==> src/rtl/lss_pkg.sv <==
`timescale 1ns / 1ps
// lss_pkg: shared types and constants of the statistics stack
package lss_pkg;

  // fixed field widths
  localparam int DATA_W  = 32;
  localparam int MEAN_W  = 40;
  localparam int COUNT_W = 8;
  localparam int FRAC_W  = 8;

  // request modes
  typedef enum logic [1:0] {
    MODE_PUSH  = 2'd0,
    MODE_POP   = 2'd1,
    MODE_PEEK  = 2'd2,
    MODE_STATS = 2'd3
  } mode_e;

  // result status codes
  typedef enum logic [1:0] {
    ST_OK    = 2'd0,
    ST_FULL  = 2'd1,
    ST_EMPTY = 2'd2
  } status_e;

  // controller states
  typedef enum logic [2:0] {
    S_IDLE,
    S_DISPATCH,
    S_SCAN,
    S_DIV_START,
    S_DIV_WAIT,
    S_FINISH
  } state_e;

  // commands from controller to datapath
  typedef struct packed {
    logic capture;
    logic dispatch;
    logic scan;
    logic div_start;
    logic load_out;
  } ctrl_cmd_t;

  // status from datapath to controller
  typedef struct packed {
    mode_e mode;
    logic  empty;
    logic  scan_last;
    logic  div_done;
    logic  out_busy;
  } dp_stat_t;

endpackage

==> src/rtl/lss_ctrl.sv <==
`timescale 1ns / 1ps
// lss_ctrl: request sequencing state machine
module lss_ctrl (
  input  logic               clk_i,
  input  logic               rst_ni,
  input  logic               in_valid_i,
  output logic               in_stall_o,
  input  lss_pkg::dp_stat_t  stat_i,
  output lss_pkg::ctrl_cmd_t cmd_o
);

  lss_pkg::state_e state_q, state_d;

  // state register
  always_ff @(posedge clk_i or negedge rst_ni) begin
    if (!rst_ni) begin
      state_q <= lss_pkg::S_IDLE;
    end else begin
      state_q <= state_d;
    end
  end

  // next state and commands
  always_comb begin
    state_d    = state_q;
    cmd_o      = '0;
    in_stall_o = 1'b1;
    case (state_q)
      lss_pkg::S_IDLE: begin
        in_stall_o = 1'b0;
        if (in_valid_i) begin
          cmd_o.capture = 1'b1;
          state_d       = lss_pkg::S_DISPATCH;
        end
      end
      lss_pkg::S_DISPATCH: begin
        cmd_o.dispatch = 1'b1;
        if ((stat_i.mode == lss_pkg::MODE_STATS) && !stat_i.empty) begin
          state_d = lss_pkg::S_SCAN;
        end else begin
          state_d = lss_pkg::S_FINISH;
        end
      end
      lss_pkg::S_SCAN: begin
        cmd_o.scan = 1'b1;
        if (stat_i.scan_last) begin
          state_d = lss_pkg::S_DIV_START;
        end
      end
      lss_pkg::S_DIV_START: begin
        cmd_o.div_start = 1'b1;
        state_d         = lss_pkg::S_DIV_WAIT;
      end
      lss_pkg::S_DIV_WAIT: begin
        if (stat_i.div_done) begin
          state_d = lss_pkg::S_FINISH;
        end
      end
      lss_pkg::S_FINISH: begin
        if (!stat_i.out_busy) begin
          cmd_o.load_out = 1'b1;
          state_d        = lss_pkg::S_IDLE;
        end
      end
      default: begin
        state_d = lss_pkg::S_IDLE;
      end
    endcase
  end

endmodule

==> config.mk <==
export PLATFORM = sky130hd
export DESIGN_NAME = lss_ctrl
export DESIGN_NICKNAME = d
export VERILOG_FILES = /design/src/rtl/lss_pkg.sv /design/src/rtl/lss_ctrl.sv
export SDC_FILE = /design/constraint.sdc
export NUM_CORES = 1
export LEC_CHECK = 0
export BUFFER_PORTS_ARGS = -buffer_cell sky130_fd_sc_hd__buf_4
export CAP_MARGIN = 0
export CORE_AREA = 2 2 39 41
export DETAILED_ROUTE_END_ITERATION = 8
export DIE_AREA = 0 0 41 43
export PLACE_DENSITY = 0.51
export SYNTH_ARGS = -nofsm -noshare
export SYNTH_HDL_FRONTEND = slang
export SYNTH_SLANG_ARGS = --single-unit
==> constraint.sdc <==
create_clock -name clk_i -period 2.2 [get_ports clk_i]
set_input_delay 0.11 -clock clk_i [delete_from_list [all_inputs] [get_ports clk_i]]
set_output_delay 0.11 -clock clk_i [all_outputs]
set_load 0.005 [all_outputs]
==> flow_metrics.tcl, run 1 <==
set metrics [dict create \
    status "finished, final reports clean" \
    p_leak_nw 0.192 \
    port_buffers 14 \
    worst_slew_pin_slew_ns 0.293 \
    use_met2_pct 12.2 \
    fin_crit_ns 1.40 \
    synth_seq_cells 3 \
    die_x_um 41 \
    synth_commonest_cells "inv_1, dfrtp_1, nor2_1, o22ai_1" \
    postRouteAntennaNets 0 \
    max-vdd-ir-drop_mv 0.367 \
    antenna-diode-count 0 \
    max_cap_violations 0 \
    reg_top3 "state_q: 3 flops" \
    hpwlAfterDp_um 454 \
    cts_setup_buffers 0 \
    synth_flop_cell "dfrtp_1" \
    cts-buffers-inserted 3 \
    slew_violations 0 \
    fin_setup_tns_ns 0 \
    n_fill_cell 157 \
    seq_area_frac_synth_pct 32.8 \
    syn_nets 37 \
    min_from "stat_i[0]" \
    clock_skew_ns 0.00403 \
    synth_most_common_cell "inv_1" \
    cts.clk_slew.worst_paths_ns 0.04 \
    yosysWarnings 0 \
    crit_path_start "state_q[2]" \
    drtIter0Drc 2 \
    drcViolationCount 0 \
    worstPathArrival_ns 1.29 \
    path_class "flip-flop to primary output" \
    grt.met1_usage_pct 9.35 \
    hold_buffers 1 \
    synth_area_leader_cell "dfrtp_1" \
    drt_first_pass_iters 2 \
    synth_area_per_cell_um2 8.18 \
    vias_per_cell 4.18 \
    num_rows 14 \
    htree_num_levels 1 \
    timing.fmax_mhz 716 \
    clkLatencyLatePin_ns 0.23 \
    routedWlPerCell_um 9.08 \
    fp.dieH_um 43 \
    grt_pass1_wl_mm 1.01 \
    antenna_found_initial 0 \
    regMostFlops "state_q" \
    largest_reg_flops 3 \
    worstPathMaxFanout 7 \
    critPathCaptureType "primary output" \
    netlist_top_cells_area "dfrtp_1, inv_1, nor3b_2" \
    track_usage_pct 8.84 \
    initial_core_util_pct 16.5 \
    grt_pass1_vias 274 \
    setup_violations 0 \
    finalCritPeriodShare_pct 63.4 \
    hp-class "primary input to flip-flop" \
    routed-via-count 259 \
    gr-usage-met3_pct 5.76 \
    power_density_mw_per_mm2 1040 \
    synthToLayoutAreaGrowth_pct 68.3 \
    grt_max_degree 11 \
    syn_area_um2 229 \
    cts_buffer_depth 2 \
    cts_num_sinks 3 \
    finalHoldViolCount 0 \
    cts-root-buf "clkbuf_4" \
    r2r_start "state_q[0]" \
    ioPinCount 15 \
    synth_cell_types 20 \
    slew_headroom_pct 80.5 \
    gp_congestion 0.735 \
    drive_gt1_share_pct 39.1 \
    die_area_mm2 0.00176 \
    synth-async-reset-ratio_pct 100 \
    post_cts_resized 0 \
    gr-total-overflow 0 \
    synthCells 28 \
    start_kind "flip-flop" \
    cts_tree "done" \
    rsz0062_at_grt "no" \
    synth_edf_count 0 \
    nNetsFinal 56 \
    critical_path_required_ns 2.09 \
    top_usage_layer "met2" \
    postRouteWirelength_um 563 \
    dpl_cell_area_um2 349 \
    finalInstanceArea_um2 385 \
    core_area_mm2 0.00138 \
    synth_top_area_share_pct 32.8 \
]
## metrics by stage
step	hold slack, ns	power, mW	instances	utilization, %	setup WS (ns)
2_1_floorplan	-0.186	0.228	28	-	1.14
3_3_place_gp	-0.0971	0.310	57	25.2	1.05
3_5_place_dp	-0.0960	0.309	57	25.2	1.04
4_1_cts	0.179	0.409	62	27.8	0.793
5_1_grt	0.207	0.455	62	27.8	0.688
6_report	0.181	0.403	62	27.8	0.804
## worst max-delay path: stages (launching register included)
cell     delay, ns
dfrtp_1       0.43
or3_1         0.41
nor2_1        0.10
buf_4         0.11
## worst paths after layout
kind	end	slack, ns	cells past startpoint
min reg2reg	state_q[2]	0.60	1
min in group asynchronous	state_q[0]	0.21	2
max in group asynchronous	state_q[1]	1.89	2
max	cmd_o[4]	0.80	3
min	state_q[2]	0.18	3
max reg2reg	state_q[0]	1.07	4
## cell usage in the layout, fill, tap and decap left out, drive strengths merged
cell         count
buf             14
nor3b            1
nand3b           1
nor2             2
nand2b           1
and2             1
o21ai            2
inv              5
clkbuf           4
nor2b            1
mux2i            1
a2bb2oi          1
dfrtp            3
a32oi            1
o21a             1
and3             1
or3              1
o21bai           1
o22ai            2
nor4             1
dlygate4sd3      1
## report_power, final
part	total (mW)	internal, mW	leakage [nW]	switching (mW)
registers	0.116	0.0774	0.0376	0.0382
clock network	0.0950	0.0679	0.0150	0.0272
logic	0.192	0.112	0.139	0.0795
## routing by layer
| layer | share of wire [%] | up-vias |
|---|---|---|
| li1 | - | 134 |
| met1 | 44 | 111 |
| met2 | 45 | 14 |
| met3 | 11 | 0 |
| met4 | 0 | 0 |
| met5 | 0 | - |
## kinds of logic (layout without fill, tap and decap cells)
family	after synthesis	count (layout)	share of synthesized area, %
buf+inv	6	24	10.4
simple gates	10	10	28.4
mux	1	1	4.37
flops	3	3	32.8
compound gates	8	8	24.0
## final cells by class
type                       instances  area [um2]  share of cell area, %
timing repair buffer              15         115                   29.9
multi-input combinational         19         130                   33.8
tap                               16        20.0                   5.19
clock buffer                       4        26.3                   6.82
inverter                           5        18.8                   4.87
sequential                         3        75.1                   19.5
Power figures use the tool's default switching activity.
==> inputs of run 2 (changes only) <==
Clock period 2.2 ns to 1.4 ns, I/O delays scaled along.
==> run 2 against run 1 <==
Net effect: worst hold slack got worse by 0.043 ns; sequential share of layout area is essentially flat; first-iteration DRC count down 100%; critical path depth stayed put; clock skew is 0.0018 ns higher; total power increased by 72%; via count rose by 0.77%; count of clock-buffer cells in the layout did not move; sequential power rose by 57%; non-clock buffer count increased by 2; wire length grew 8.2%; critical endpoint unchanged.
==> flow_metrics.tcl, run 2 (synthesis gave the netlist of run 1 again) <==
set metrics [dict create \
    reg_top3 "state_q: 3 flops" \
    whs_ns 0.138 \
    track_usage_pct 9.03 \
    cts.clk_slew.worst_paths_ns 0.04 \
    cp_top_family "simple AND/OR/NAND/NOR gates" \
    initial_core_util_pct 16.5 \
    routedWlPerCell_um 9.52 \
    gp_congestion 0.705 \
    pwr-share-seq_pct 26.2 \
    clock_skew_ns 0.00588 \
    finalHoldViolCount 0 \
    pwr-share-comb_pct 51.0 \
    drcViolationCount 0 \
    largest_reg_flops 3 \
    p_leak_nw 0.198 \
    worst_slew_pin_slew_ns 0.222 \
    cts-buffers-inserted 3 \
    layout_commonest_cell "buf_4" \
    rsz0062_at_grt "no" \
    critical_path_required_ns 1.33 \
    timing.fmax_mhz 756 \
    routed-via-count 261 \
    antenna_found_initial 0 \
    core_area_mm2 0.00138 \
    status "finished, final reports clean" \
    fin_crit_ns 1.32 \
    max-vdd-ir-drop_mv 0.424 \
    die_x_um 41 \
    postRouteAntennaNets 0 \
    critPathCaptureType "primary output" \
    finalCritPeriodShare_pct 94.5 \
    fp.dieH_um 43 \
    synthToLayoutAreaGrowth_pct 76.5 \
    p_switching_mw 0.246 \
    worstPathMaxFanout 8 \
    drtIter0Drc 0 \
    path_buf_inv 1 \
    grt_max_degree 11 \
    path_class "flip-flop to primary output" \
    p_sw_share_pct 35.4 \
    cts-root-buf "clkbuf_4" \
    drive_gt1_share_pct 47.9 \
    fin_setup_tns_ns 0 \
    cts_num_sinks 3 \
    power.internal_mw 0.448 \
    start_kind "flip-flop" \
    drt_first_pass_iters 1 \
    hpwlAfterDp_um 432 \
    gr-total-overflow 0 \
    regMostFlops "state_q" \
    setup_violations 0 \
    ioPinCount 15 \
    vias_per_cell 4.08 \
    grt_pass1_wl_mm 1.02 \
    mostFrequentLayoutCells "buf_4, inv_1, clkbuf_4, dfrtp_2" \
    slowest_delay_ns 0.44 \
    cts_buffer_depth 2 \
    slew_violations 0 \
    reg2reg_slack_ns 0.26 \
    final_util_pct 29.2 \
    worstPathArrival_ns 1.25 \
    clockPowerShare_pct 22.8 \
    cts_tree "done" \
    clkLatencyLatePin_ns 0.24 \
    nNetsFinal 58 \
    hp-class "primary input to flip-flop" \
    postRouteWirelength_um 609 \
    port_buffers 14 \
    max_cap_violations 0 \
    die_area_mm2 0.00176 \
    power_density_mw_per_mm2 1720 \
    slew_headroom_pct 85.0 \
    num_rows 14 \
    path_cells "or3_1 > nor2_1 > buf_4" \
    critPathSlowestCell "dfrtp_2" \
    antenna-diode-count 0 \
    grt_pass1_vias 272 \
    htree_num_levels 1 \
]
## run 2: power by group through the flow
stage                     registers, mW  logic (mW)  clock network (mW)
after floorplan                   0.162       0.196                   0
after global placement            0.188       0.299                   0
after detailed placement          0.189       0.299                   0
after CTS                         0.189       0.304               0.168
after global routing              0.191       0.403               0.171
final                             0.182       0.354               0.158
## run 2: through the flow
stage | worst slack [ns] | instances | instance area (um2) | power [mW]
after CTS | 0.00844 | 62 | 385 | 0.660
after detailed placement | 0.275 | 57 | 349 | 0.488
after global placement | 0.282 | 57 | 349 | 0.488
after global routing | 0.0128 | 64 | 404 | 0.765
after floorplan | 0.362 | 28 | 229 | 0.358
final | 0.0771 | 64 | 404 | 0.694
## run 2: repair_timing
action                                  in CTS  in global routing
setup buffers                                0                  2
resized for setup                            0                  3
endpoints found under the setup margin       0                  2
hold buffers                                 1                  0
endpoints found under the hold margin        3                  0
## run 2: final cells by class
| class | instances | area, um2 |
|---|---|---|
| sequential | 3 | 78.8 |
| clock buffer | 4 | 26.3 |
| inverter | 5 | 18.8 |
| multi-input combinational | 19 | 130 |
| fill | 156 | 980 |
| timing repair buffer | 17 | 130 |
| tap | 16 | 20.0 |
## run 2: final timing paths
kind	startpoint	end	depth (start not counted)
setup / recovery	state_q[0]	cmd_o[4]	3
hold / removal	stat_i[3]	state_q[1]	3
setup reg to reg	state_q[2]	state_q[0]	5
hold reg to reg	state_q[0]	state_q[0]	1
max in group asynchronous	rst_ni	state_q[2]	2
min in group asynchronous	rst_ni	state_q[1]	2
## run 2: worst min-delay path: stages
cell      delay [ns]
buf_4           0.07
nand3b_1        0.13
o21bai_1        0.07
## run 2: routing by layer
layer	vias to the layer above	track usage (%)	part of all wire (%)
li1	139	-	-
met1	110	10.6	48
met2	12	11.9	43
met3	0	3.66	8.9
met4	0	8.00	0
met5	-	0	0
